--- src/design/gtfc_pkg.sv ---
// Types and constants shared by the gated touch frequency classifier.
package gtfc_pkg;

    localparam int FREQ_W   = 18;
    localparam int TOL_W    = 16;
    localparam int MS_W     = 8;
    localparam int ACC_W    = 16;
    localparam int DWELL_W  = 16;
    localparam int TOUCH_W  = 16;
    localparam int NUM_W    = 26;   // edge sum times 1000
    localparam int CFG_W    = 18;
    localparam int IDX_W    = 4;
    localparam int DWELL_WIDTH_DEF = 16;

    // Configuration register indexes
    localparam logic [IDX_W-1:0] REG_NEUTRAL   = 4'd0;
    localparam logic [IDX_W-1:0] REG_VALID_A   = 4'd1;
    localparam logic [IDX_W-1:0] REG_VALID_B   = 4'd2;
    localparam logic [IDX_W-1:0] REG_TOLERANCE = 4'd3;
    localparam logic [IDX_W-1:0] REG_BLANK     = 4'd4;
    localparam logic [IDX_W-1:0] REG_WINDOW    = 4'd5;
    localparam logic [IDX_W-1:0] REG_DEBOUNCE  = 4'd6;
    localparam logic [IDX_W-1:0] REG_MIN_DWELL = 4'd7;

    typedef logic [2:0] t_band;
    localparam t_band BAND_BLANK   = 3'd0;
    localparam t_band BAND_NEUTRAL = 3'd1;
    localparam t_band BAND_VALID_A = 3'd2;
    localparam t_band BAND_VALID_B = 3'd3;
    localparam t_band BAND_UNKNOWN = 3'd4;

    typedef struct packed {
        logic [FREQ_W-1:0] neutral_freq;
        logic [FREQ_W-1:0] valid_a_freq;
        logic [FREQ_W-1:0] valid_b_freq;
        logic [TOL_W-1:0]  band_tolerance;
        logic [TOL_W-1:0]  blank_limit;
    } t_band_cfg;

    // Snapshot of a finished touch handed from the front end
    typedef struct packed {
        logic [ACC_W-1:0]   edges;
        logic [MS_W-1:0]    ms;
        logic [DWELL_W-1:0] dwell;
        logic [TOUCH_W-1:0] touch;
    } t_job;

endpackage

--- src/design/gated_touch_frequency_classifier_unit.sv ---
// Top level of the gated touch frequency classifier.
//
//  channel  | direction | signals                          | beat carries
//  ---------+-----------+----------------------------------+---------------------------
//  s_axis   | in        | tvalid, tready, tdata[15:0]      | one millisecond sample
//  m_axis   | out       | tvalid, tready, tdata[55:0]      | one finished touch
//  cfg      | in        | i_cfg_valid, o_cfg_ready, index  | one register write
//
// A sample that does not end a touch leaves tready high.
// After a release beat tready drops while the job is loaded, the bit-serial
// divider forms its 26 quotient bits, one to four band checks run and the
// output register is loaded.
// A held result beat stalls a later release in the output state until it frees.
// Reset is synchronous, active low; configuration returns to its defaults.
module gated_touch_frequency_classifier_unit #(
    parameter int DWELL_WIDTH = gtfc_pkg::DWELL_WIDTH_DEF
) (
    input  logic                        i_clk,
    input  logic                        i_rst_n,
    // sample stream
    input  logic                        s_axis_tvalid,
    output logic                        s_axis_tready,
    input  logic [15:0]                 s_axis_tdata,   // [0] raw_pressed, [8:1] edge_count
    // result stream
    output logic                        m_axis_tvalid,
    input  logic                        m_axis_tready,
    output logic [55:0]                 m_axis_tdata,   // [17:0] freq_hz, [20:18] band_class,
                                                        // [36:21] dwell_ms, [37] dwell_short,
                                                        // [53:38] touch_number
    // register writes
    input  logic                        i_cfg_valid,
    output logic                        o_cfg_ready,
    input  logic [gtfc_pkg::IDX_W-1:0]  i_cfg_index,
    input  logic [gtfc_pkg::CFG_W-1:0]  i_cfg_data
);
    import gtfc_pkg::*;

    localparam logic [2:0] ST_IDLE = 3'd0;
    localparam logic [2:0] ST_LOAD = 3'd1;
    localparam logic [2:0] ST_DIV  = 3'd2;
    localparam logic [2:0] ST_CLS  = 3'd3;
    localparam logic [2:0] ST_OUT  = 3'd4;

    logic [2:0]         r_state;
    logic               r_out_valid;
    logic [55:0]        r_out_data;

    t_band_cfg          r_band_cfg;
    logic [MS_W-1:0]    r_window_ms;
    logic [MS_W-1:0]    r_debounce_ms;
    logic [DWELL_W-1:0] r_min_dwell;

    logic               w_in_beat;
    logic               w_out_free;
    logic               w_release;
    t_job               w_job;
    logic               w_div_done;
    logic [FREQ_W-1:0]  w_div_freq;
    logic               w_cls_done;
    logic [FREQ_W-1:0]  w_cls_freq;
    t_band              w_cls_band;
    logic               w_short;

    assign s_axis_tready = (r_state == ST_IDLE);
    assign w_in_beat     = s_axis_tvalid && s_axis_tready;
    assign w_out_free    = !r_out_valid || m_axis_tready;
    assign o_cfg_ready   = 1'b1;

    // Configuration registers; unknown indexes are dropped
    always_ff @(posedge i_clk) begin
        if (!i_rst_n) begin
            r_band_cfg.neutral_freq   <= FREQ_W'(20000);
            r_band_cfg.valid_a_freq   <= FREQ_W'(25000);
            r_band_cfg.valid_b_freq   <= FREQ_W'(40000);
            r_band_cfg.band_tolerance <= TOL_W'(2000);
            r_band_cfg.blank_limit    <= TOL_W'(500);
            r_window_ms               <= MS_W'(50);
            r_debounce_ms             <= MS_W'(5);
            r_min_dwell               <= DWELL_W'(15);
        end else if (i_cfg_valid) begin
            unique case (i_cfg_index)
                REG_NEUTRAL:   r_band_cfg.neutral_freq   <= i_cfg_data;
                REG_VALID_A:   r_band_cfg.valid_a_freq   <= i_cfg_data;
                REG_VALID_B:   r_band_cfg.valid_b_freq   <= i_cfg_data;
                REG_TOLERANCE: r_band_cfg.band_tolerance <= i_cfg_data[TOL_W-1:0];
                REG_BLANK:     r_band_cfg.blank_limit    <= i_cfg_data[TOL_W-1:0];
                REG_WINDOW:    r_window_ms               <= i_cfg_data[MS_W-1:0];
                REG_DEBOUNCE:  r_debounce_ms             <= i_cfg_data[MS_W-1:0];
                REG_MIN_DWELL: r_min_dwell               <= i_cfg_data[DWELL_W-1:0];
                default: ;
            endcase
        end
    end

    gtfc_frontend #(
        .DWELL_W (DWELL_WIDTH)
    ) u_frontend (
        .i_clk         (i_clk),
        .i_rst_n       (i_rst_n),
        .i_beat        (w_in_beat),
        .i_raw         (s_axis_tdata[0]),
        .i_edges       (s_axis_tdata[8:1]),
        .i_debounce_ms (r_debounce_ms),
        .i_window_ms   (r_window_ms),
        .o_release     (w_release),
        .o_job         (w_job)
    );

    gtfc_divider u_divider (
        .i_clk   (i_clk),
        .i_rst_n (i_rst_n),
        .i_start (r_state == ST_LOAD),
        .i_edges (w_job.edges),
        .i_ms    (w_job.ms),
        .o_done  (w_div_done),
        .o_freq  (w_div_freq)
    );

    gtfc_classifier u_classifier (
        .i_clk   (i_clk),
        .i_rst_n (i_rst_n),
        .i_start (w_div_done),
        .i_freq  (w_div_freq),
        .i_cfg   (r_band_cfg),
        .o_done  (w_cls_done),
        .o_freq  (w_cls_freq),
        .o_band  (w_cls_band)
    );

    assign w_short = (w_job.dwell < r_min_dwell);

    // Sequencer: a release walks load, divide, classify, then output
    always_ff @(posedge i_clk) begin
        if (!i_rst_n) begin
            r_state <= ST_IDLE;
        end else begin
            unique case (r_state)
                ST_IDLE: if (w_release)  r_state <= ST_LOAD;
                ST_LOAD:                 r_state <= ST_DIV;
                ST_DIV:  if (w_div_done) r_state <= ST_CLS;
                ST_CLS:  if (w_cls_done) r_state <= ST_OUT;
                ST_OUT:  if (w_out_free) r_state <= ST_IDLE;
                default:                 r_state <= ST_IDLE;
            endcase
        end
    end

    // Output register: hold the beat until the sink takes it
    always_ff @(posedge i_clk) begin
        if (!i_rst_n) begin
            r_out_valid <= 1'b0;
        end else if (r_state == ST_OUT && w_out_free) begin
            r_out_valid <= 1'b1;
        end else if (m_axis_tready) begin
            r_out_valid <= 1'b0;
        end
    end

    always_ff @(posedge i_clk) begin
        if (r_state == ST_OUT && w_out_free) begin
            r_out_data <= {2'b00, w_job.touch, w_short, w_job.dwell,
                           w_cls_band, w_cls_freq};
        end
    end

    assign m_axis_tvalid = r_out_valid;
    assign m_axis_tdata  = r_out_data;

endmodule

--- src/design/gtfc_frontend.sv ---
// Debounce, window accumulation, dwell and touch counting, one item per beat.
module gtfc_frontend #(
    parameter int DWELL_W = gtfc_pkg::DWELL_WIDTH_DEF
) (
    input  logic                     i_clk,
    input  logic                     i_rst_n,
    input  logic                     i_beat,
    input  logic                     i_raw,
    input  logic [7:0]               i_edges,
    input  logic [gtfc_pkg::MS_W-1:0] i_debounce_ms,
    input  logic [gtfc_pkg::MS_W-1:0] i_window_ms,
    output logic                     o_release,
    output gtfc_pkg::t_job           o_job
);
    import gtfc_pkg::*;

    logic               r_last_raw;
    logic [MS_W-1:0]    r_stable;
    logic               r_pressed;
    logic [ACC_W-1:0]   r_acc;
    logic [MS_W-1:0]    r_elapsed;
    logic [DWELL_W-1:0] r_dwell;
    logic [TOUCH_W-1:0] r_touches;
    t_job               r_job;

    logic [MS_W-1:0]    n_stable;
    logic               n_deb;
    logic [ACC_W:0]     w_sum;
    logic [ACC_W-1:0]   w_acc_inc;
    logic [MS_W-1:0]    w_elapsed_inc;
    logic [DWELL_W-1:0] w_dwell_inc;
    logic [31:0]        w_dwell_ext;
    logic [MS_W-1:0]    w_win;
    logic               w_release;
    logic               w_win_end;

    always_comb begin
        if (i_raw != r_last_raw) begin
            n_stable = '0;
        end else if (r_stable != '1) begin
            n_stable = r_stable + 1'b1;
        end else begin
            n_stable = r_stable;
        end
        n_deb = (n_stable >= i_debounce_ms) ? i_raw : r_pressed;

        w_sum         = {1'b0, r_acc} + {{(ACC_W + 1 - 8){1'b0}}, i_edges};
        w_acc_inc     = w_sum[ACC_W] ? '1 : w_sum[ACC_W-1:0];
        w_elapsed_inc = (r_elapsed != '1) ? r_elapsed + 1'b1 : r_elapsed;
        w_dwell_inc   = (r_dwell != '1) ? r_dwell + 1'b1 : r_dwell;
        w_dwell_ext   = 32'(w_dwell_inc);
        w_win         = (i_window_ms == '0) ? MS_W'(1) : i_window_ms;
        w_win_end     = (w_elapsed_inc >= w_win);
        w_release     = i_beat && r_pressed && !n_deb;
    end

    always_ff @(posedge i_clk) begin
        if (!i_rst_n) begin
            r_last_raw <= 1'b0;
            r_stable   <= '0;
            r_pressed  <= 1'b0;
            r_acc      <= '0;
            r_elapsed  <= '0;
            r_dwell    <= '0;
            r_touches  <= '0;
        end else if (i_beat) begin
            r_last_raw <= i_raw;
            r_stable   <= n_stable;
            r_pressed  <= n_deb;
            if (r_pressed && !n_deb) begin
                // release: close the partial window
                r_acc     <= '0;
                r_elapsed <= '0;
                r_dwell   <= w_dwell_inc;
                r_touches <= r_touches + 1'b1;
            end else if (r_pressed) begin
                r_dwell <= w_dwell_inc;
                if (w_win_end) begin
                    r_acc     <= '0;
                    r_elapsed <= '0;
                end else begin
                    r_acc     <= w_acc_inc;
                    r_elapsed <= w_elapsed_inc;
                end
            end else if (n_deb) begin
                // press: drop this millisecond's edges and restart
                r_acc     <= '0;
                r_elapsed <= '0;
                r_dwell   <= '0;
            end
        end
    end

    // Job snapshot holds until the next release
    always_ff @(posedge i_clk) begin
        if (w_release) begin
            r_job.edges <= w_acc_inc;
            r_job.ms    <= w_elapsed_inc;
            r_job.dwell <= (w_dwell_ext[31:16] != '0) ? '1 : w_dwell_ext[15:0];
            r_job.touch <= r_touches + 1'b1;
        end
    end

    assign o_release = w_release;
    assign o_job     = r_job;

endmodule

--- src/design/gtfc_divider.sv ---
// Bit-serial restoring divider: edges times 1000 over elapsed milliseconds.
module gtfc_divider (
    input  logic                        i_clk,
    input  logic                        i_rst_n,
    input  logic                        i_start,
    input  logic [gtfc_pkg::ACC_W-1:0]  i_edges,
    input  logic [gtfc_pkg::MS_W-1:0]   i_ms,
    output logic                        o_done,
    output logic [gtfc_pkg::FREQ_W-1:0] o_freq
);
    import gtfc_pkg::*;

    localparam int CNT_W = $clog2(NUM_W);

    logic             r_busy;
    logic             r_done;
    logic [CNT_W-1:0] r_cnt;
    logic [NUM_W-1:0] r_num;    // numerator in, quotient out
    logic [MS_W-1:0]  r_rem;
    logic [MS_W-1:0]  r_div;

    logic [MS_W:0]    w_trial;
    logic [MS_W:0]    w_diff;
    logic             w_ge;
    logic [NUM_W-1:0] w_load;

    always_comb begin
        // x * 1000 = x * 1024 - x * 16 - x * 8
        w_load  = (NUM_W'(i_edges) << 10) - (NUM_W'(i_edges) << 4)
                  - (NUM_W'(i_edges) << 3);
        w_trial = {r_rem, r_num[NUM_W-1]};
        w_diff  = w_trial - {1'b0, r_div};
        w_ge    = (w_trial >= {1'b0, r_div});
    end

    always_ff @(posedge i_clk) begin
        if (!i_rst_n) begin
            r_busy <= 1'b0;
            r_done <= 1'b0;
            r_cnt  <= '0;
        end else begin
            r_done <= 1'b0;
            if (i_start) begin
                r_busy <= 1'b1;
                r_cnt  <= CNT_W'(NUM_W - 1);
            end else if (r_busy) begin
                r_cnt <= r_cnt - 1'b1;
                if (r_cnt == '0) begin
                    r_busy <= 1'b0;
                    r_done <= 1'b1;
                end
            end
        end
    end

    always_ff @(posedge i_clk) begin
        if (i_start) begin
            r_num <= w_load;
            r_rem <= '0;
            r_div <= i_ms;
        end else if (r_busy) begin
            r_num <= {r_num[NUM_W-2:0], w_ge};
            r_rem <= w_ge ? w_diff[MS_W-1:0] : w_trial[MS_W-1:0];
        end
    end

    assign o_done = r_done;
    // saturate at the top of the frequency range
    assign o_freq = (r_num[NUM_W-1:FREQ_W] != '0) ? '1 : r_num[FREQ_W-1:0];

endmodule

--- src/design/gtfc_classifier.sv ---
// Serial band check: blank, then one band per cycle in priority order.
module gtfc_classifier (
    input  logic                        i_clk,
    input  logic                        i_rst_n,
    input  logic                        i_start,
    input  logic [gtfc_pkg::FREQ_W-1:0] i_freq,
    input  gtfc_pkg::t_band_cfg         i_cfg,
    output logic                        o_done,
    output logic [gtfc_pkg::FREQ_W-1:0] o_freq,
    output gtfc_pkg::t_band             o_band
);
    import gtfc_pkg::*;

    localparam logic [1:0] STEP_BLANK   = 2'd0;
    localparam logic [1:0] STEP_NEUTRAL = 2'd1;
    localparam logic [1:0] STEP_VALID_A = 2'd2;
    localparam logic [1:0] STEP_VALID_B = 2'd3;

    logic              r_busy;
    logic              r_done;
    logic [1:0]        r_step;
    logic [FREQ_W-1:0] r_freq;
    t_band             r_band;

    logic [FREQ_W-1:0] w_centre;
    logic [FREQ_W-1:0] w_lo;
    logic [FREQ_W:0]   w_hi;
    logic              w_hit;
    t_band             w_class;

    always_comb begin
        unique case (r_step)
            STEP_NEUTRAL: begin
                w_centre = i_cfg.neutral_freq;
                w_class  = BAND_NEUTRAL;
            end
            STEP_VALID_A: begin
                w_centre = i_cfg.valid_a_freq;
                w_class  = BAND_VALID_A;
            end
            STEP_VALID_B: begin
                w_centre = i_cfg.valid_b_freq;
                w_class  = BAND_VALID_B;
            end
            default: begin
                w_centre = '0;
                w_class  = BAND_BLANK;
            end
        endcase
        // lower bound saturates at zero, upper bound does not wrap
        w_lo = (w_centre > FREQ_W'(i_cfg.band_tolerance))
               ? w_centre - FREQ_W'(i_cfg.band_tolerance) : '0;
        w_hi = {1'b0, w_centre} + (FREQ_W + 1)'(i_cfg.band_tolerance);
        if (r_step == STEP_BLANK) begin
            w_hit = (r_freq < FREQ_W'(i_cfg.blank_limit));
        end else begin
            w_hit = (r_freq >= w_lo) && ({1'b0, r_freq} <= w_hi);
        end
    end

    always_ff @(posedge i_clk) begin
        if (!i_rst_n) begin
            r_busy <= 1'b0;
            r_done <= 1'b0;
            r_step <= STEP_BLANK;
        end else begin
            r_done <= 1'b0;
            if (i_start) begin
                r_busy <= 1'b1;
                r_step <= STEP_BLANK;
            end else if (r_busy) begin
                r_step <= r_step + 1'b1;
                if (w_hit || r_step == STEP_VALID_B) begin
                    r_busy <= 1'b0;
                    r_done <= 1'b1;
                end
            end
        end
    end

    always_ff @(posedge i_clk) begin
        if (i_start) begin
            r_freq <= i_freq;
        end
        if (r_busy) begin
            r_band <= w_hit ? w_class : BAND_UNKNOWN;
        end
    end

    assign o_done = r_done;
    assign o_freq = r_freq;
    assign o_band = r_band;

endmodule

--- config.mk ---
export PLATFORM = sky130hd
export DESIGN_NAME = gated_touch_frequency_classifier_unit
export DESIGN_NICKNAME = d
export VERILOG_FILES = /design/src/design/gtfc_pkg.sv /design/src/design/gated_touch_frequency_classifier_unit.sv /design/src/design/gtfc_frontend.sv /design/src/design/gtfc_divider.sv /design/src/design/gtfc_classifier.sv
export SDC_FILE = /design/constraint.sdc
export NUM_CORES = 1
export LEC_CHECK = 0
export ABC_AREA = 1
export ABC_CLOCK_PERIOD_IN_PS = 8250
export BUFFER_PORTS_ARGS = -buffer_cell sky130_fd_sc_hd__buf_2
export CAP_MARGIN = 20
export CORE_UTILIZATION = 45
export DETAILED_ROUTE_END_ITERATION = 8
export SLEW_MARGIN = 10
export SYNTH_ARGS = -nofsm -noshare
export SYNTH_HDL_FRONTEND = slang
export SYNTH_HIERARCHICAL = 1
export SYNTH_SLANG_ARGS = --single-unit
--- constraint.sdc ---
create_clock -name i_clk -period 8.25 [get_ports i_clk]
set_input_delay 0.825 -clock i_clk [delete_from_list [all_inputs] [get_ports i_clk]]
set_output_delay 0.825 -clock i_clk [all_outputs]
set_load 0.02 [all_outputs]
==> results.yml <==
status:
  status: "complete, no violations"
clock_network:
  cts_buffers: 42
  cts.sinks: 372
  cts_tree: "built"
  clk_latency_ns: 0.58
  clockBufferDepth: 3
  cts_setup_buffers: 0
  ctsHoldBuffers: 0
  ctsResizeCount: 0
  h-tree-depth: 2
  clk_pin_slew_ns: 0.06
  cts_root_buffer: "clkbuf_16"
timing:
  drv_slew: 0
  post-route-min-period_ns: 5.415
  hold_violations: 0
  grt_setup_unrepaired: "false"
  fin_crit_sh_pct: 65.64
  setup_viol: 0
  fin_worst_skew_ns: 0.01697
  slew-limit-headroom_pct: 35.50
  worstMarginPinSlew_ns: 0.9664
  fmax_mhz: 184.7
  tns_ns: 0
floorplanning:
  ios: 102
  die_x_um: 224.5
  die-area_sq_um: 50380
  core_sq_um: 48850
  die_y_um: 224.5
  rows: 81
  initial_core_util_pct: 45.58
yosys:
  synth-simple-area-share_pct: 28.97
  yosysSeqAreaShare_pct: 40.86
  synth.distinct_cells: 59
  synth_edf_count: 165
  synthCells: 2919
  synth-xor-area-share_pct: 2.326
  synth_top_area_share_pct: 22.25
  synth_mux_area_share_pct: 0
  yosys-top-cells-area: "edfxtp_1, dfxtp_1, nand2_1"
  yosysWarnings: 6
  synth_top_family_by_area: "simple AND/OR/NAND/NOR gates"
  syn_avg_cell_area_sq_um: 7.629
  synthArstFlopShare_pct: 0
  syn_area_sq_um: 22270
  synthFlopType: "dfxtp_1"
  synth_compound_area_share_pct: 8.119
  yosys-top-cells-count: "nand2_1, inv_1, nor2_1"
  synth_fa_ha_area_share_pct: 10.72
  synth_seq_cells: 372
  synth.most_common_cell: "nand2_1"
  synth_top_area_cell: "edfxtp_1"
worst_setup_path:
  end_kind: "flop"
  worst_path_max_delay_cell: "ha_1"
  arrival_ns: 5.87
  path_class: "flop to flop"
  slowest_delay_ns: 0.82
  cp_data_required_time_ns: 8.70
  start_kind: "flop"
  crit_path_max_fanout: 21
  path_common_cell: "nand2_1"
layout:
  layout-drive-gt1-share_pct: 8.994
  fillers: 4844
  synthToLayoutAreaGrowth_pct: 10.55
  seq_area_sq_um: 9099
  multi_input_area_sq_um: 11190
  final_core_util_pct: 50.39
  nets: 3207
grt:
  grt-ovfl-total: 0
  grt_antenna_before_repair: 1
  grt_usage_pct: 23.41
  grt_max_degree: 84
  grt_pass1_wl_mm: 93.75
  grt_pass1_vias: 17770
pwr:
  p_leak_nw: 11.45
  seqPwrFrac_pct: 45.0
  p_int_w: 0.003284
  pwr-share-comb_pct: 15.1
  power_frac_clock_pct: 39.9
  swShare_pct: 28.26
  ir_drop_v: 0.0001857
  power.switching_w: 0.001294
  powerDensity_nw_per_um2: 186.0
detailed_routing:
  drt-pass1-iter-count: 5
  drt-wirelength-per-cell_um: 16.10
  wirelength_mm: 59.25
  vias: 18870
  avgViaCountPerCell: 5.128
  drc: 0
  drt_iter0_drc: 1244
  drtAntennaViolNets: 0
flow_run:
  drv_cap: 0
placement:
  gp_congestion: 0.9168
  hpwl_mm: 43.76
  port_buffers: 91
worst_hold_path:
  hp-class: "flop to flop"
## worst paths after layout
path,start,cells after the start,to,slack [ns]
setup / recovery,u_classifier/r_step[0]$_SDFFE_PP0P_,28,u_classifier/r_busy$_SDFF_PN0_,2.83
hold / removal,u_frontend/o_job[2]$_DFFE_PP_,0,m_axis_tdata[40]$_DFFE_PP_,0.42
setup reg to reg,u_classifier/r_step[0]$_SDFFE_PP0P_,28,u_classifier/r_busy$_SDFF_PN0_,2.83
hold reg to reg,u_frontend/o_job[2]$_DFFE_PP_,0,m_axis_tdata[40]$_DFFE_PP_,0.42
## power groups by stage
stage	clock network [W]	logic [W]	registers, W
2_1_floorplan	0	0.000531	0.00208
3_3_place_gp	0	0.000667	0.00210
3_5_place_dp	0	0.000688	0.00210
4_1_cts	0.00187	0.000693	0.00206
5_1_grt	0.00194	0.000785	0.00207
6_report	0.00182	0.000693	0.00206
## cell usage in the layout, fill, tap and decap left out, types with 24 or more instances in the layout
cell type and instances:
nand4_1 41, buf_2 90, nand3b_1 24, nor2_1 341, inv_1 396, edfxtp_1 165
nand3_1 201, nand2_1 743, xor2_1 43, nand2_2 28, dfxtp_1 207, a21oi_1 156
clkbuf_16 42, nand3_2 24, nor3_1 24, ha_1 170, o21ai_0 126
## flip-flops by register name, indices dropped and copies added, names as in the netlist, 18 cells and up
register,cells
m_axis_tdata,54
r_band_cfg,86
u_frontend/o_job,56
u_divider/r_num,26
u_classifier/o_freq,18
## kinds of logic (layout without fill, tap and decap cells)
group / after synthesis / after routing
other cells: 2 / 5
simple gates: 1472 / 1472
xor+xnor: 57 / 57
fa+ha+maj: 183 / 183
compound gates: 334 / 334
flops: 372 / 372
buf+inv: 499 / 592
## critical path: cells and delay by family, from the launching register on
kind | cells | cell delay [ns]
and+or+nand+nor | 20 | 2.49
buffers and inverters | 2 | 0.19
AOI/OAI and AO/OA | 2 | 0.63
adders and majority gates | 4 | 1.58
DFF | 1 | 0.40
## per-layer routing
layer  part of all wire, %  global-route usage (%)  routed length [um]  up-vias
li1                      -                       -                   -     9554
met1                    45                   31.35               26930     8776
met2                    47                   39.32               28030      442
met3                   4.6                   2.796                2718       91
met4                   2.6                   7.527                1559        2
met5                 0.019                       0                  11        -
## stage by stage
stage	instances	setup WS, ns	power [W]	area, sq um	hold slack [ns]
after floorplan	2920	1.656	0.002613	22270	0.4003
after global placement	3597	3.062	0.002764	23190	0.4011
after detailed placement	3599	2.951	0.002787	23230	0.4052
after CTS	3675	2.946	0.004621	24570	0.4194
after global routing	3677	2.445	0.004790	24610	0.4227
final	3679	2.835	0.004578	24620	0.4174
## cell type report
class                           count  area share [%]
Multi-Input combinational cell   2049           45.45
Clock buffer                       51           4.407
Antenna cell                        2         0.02033
Inverter                          412           6.287
Sequential cell                   372           36.96
Clock inverter                     25           1.032
Tap cell                          664           3.375
Timing Repair Buffer              104           2.465
Power figures use the tool's default switching activity.
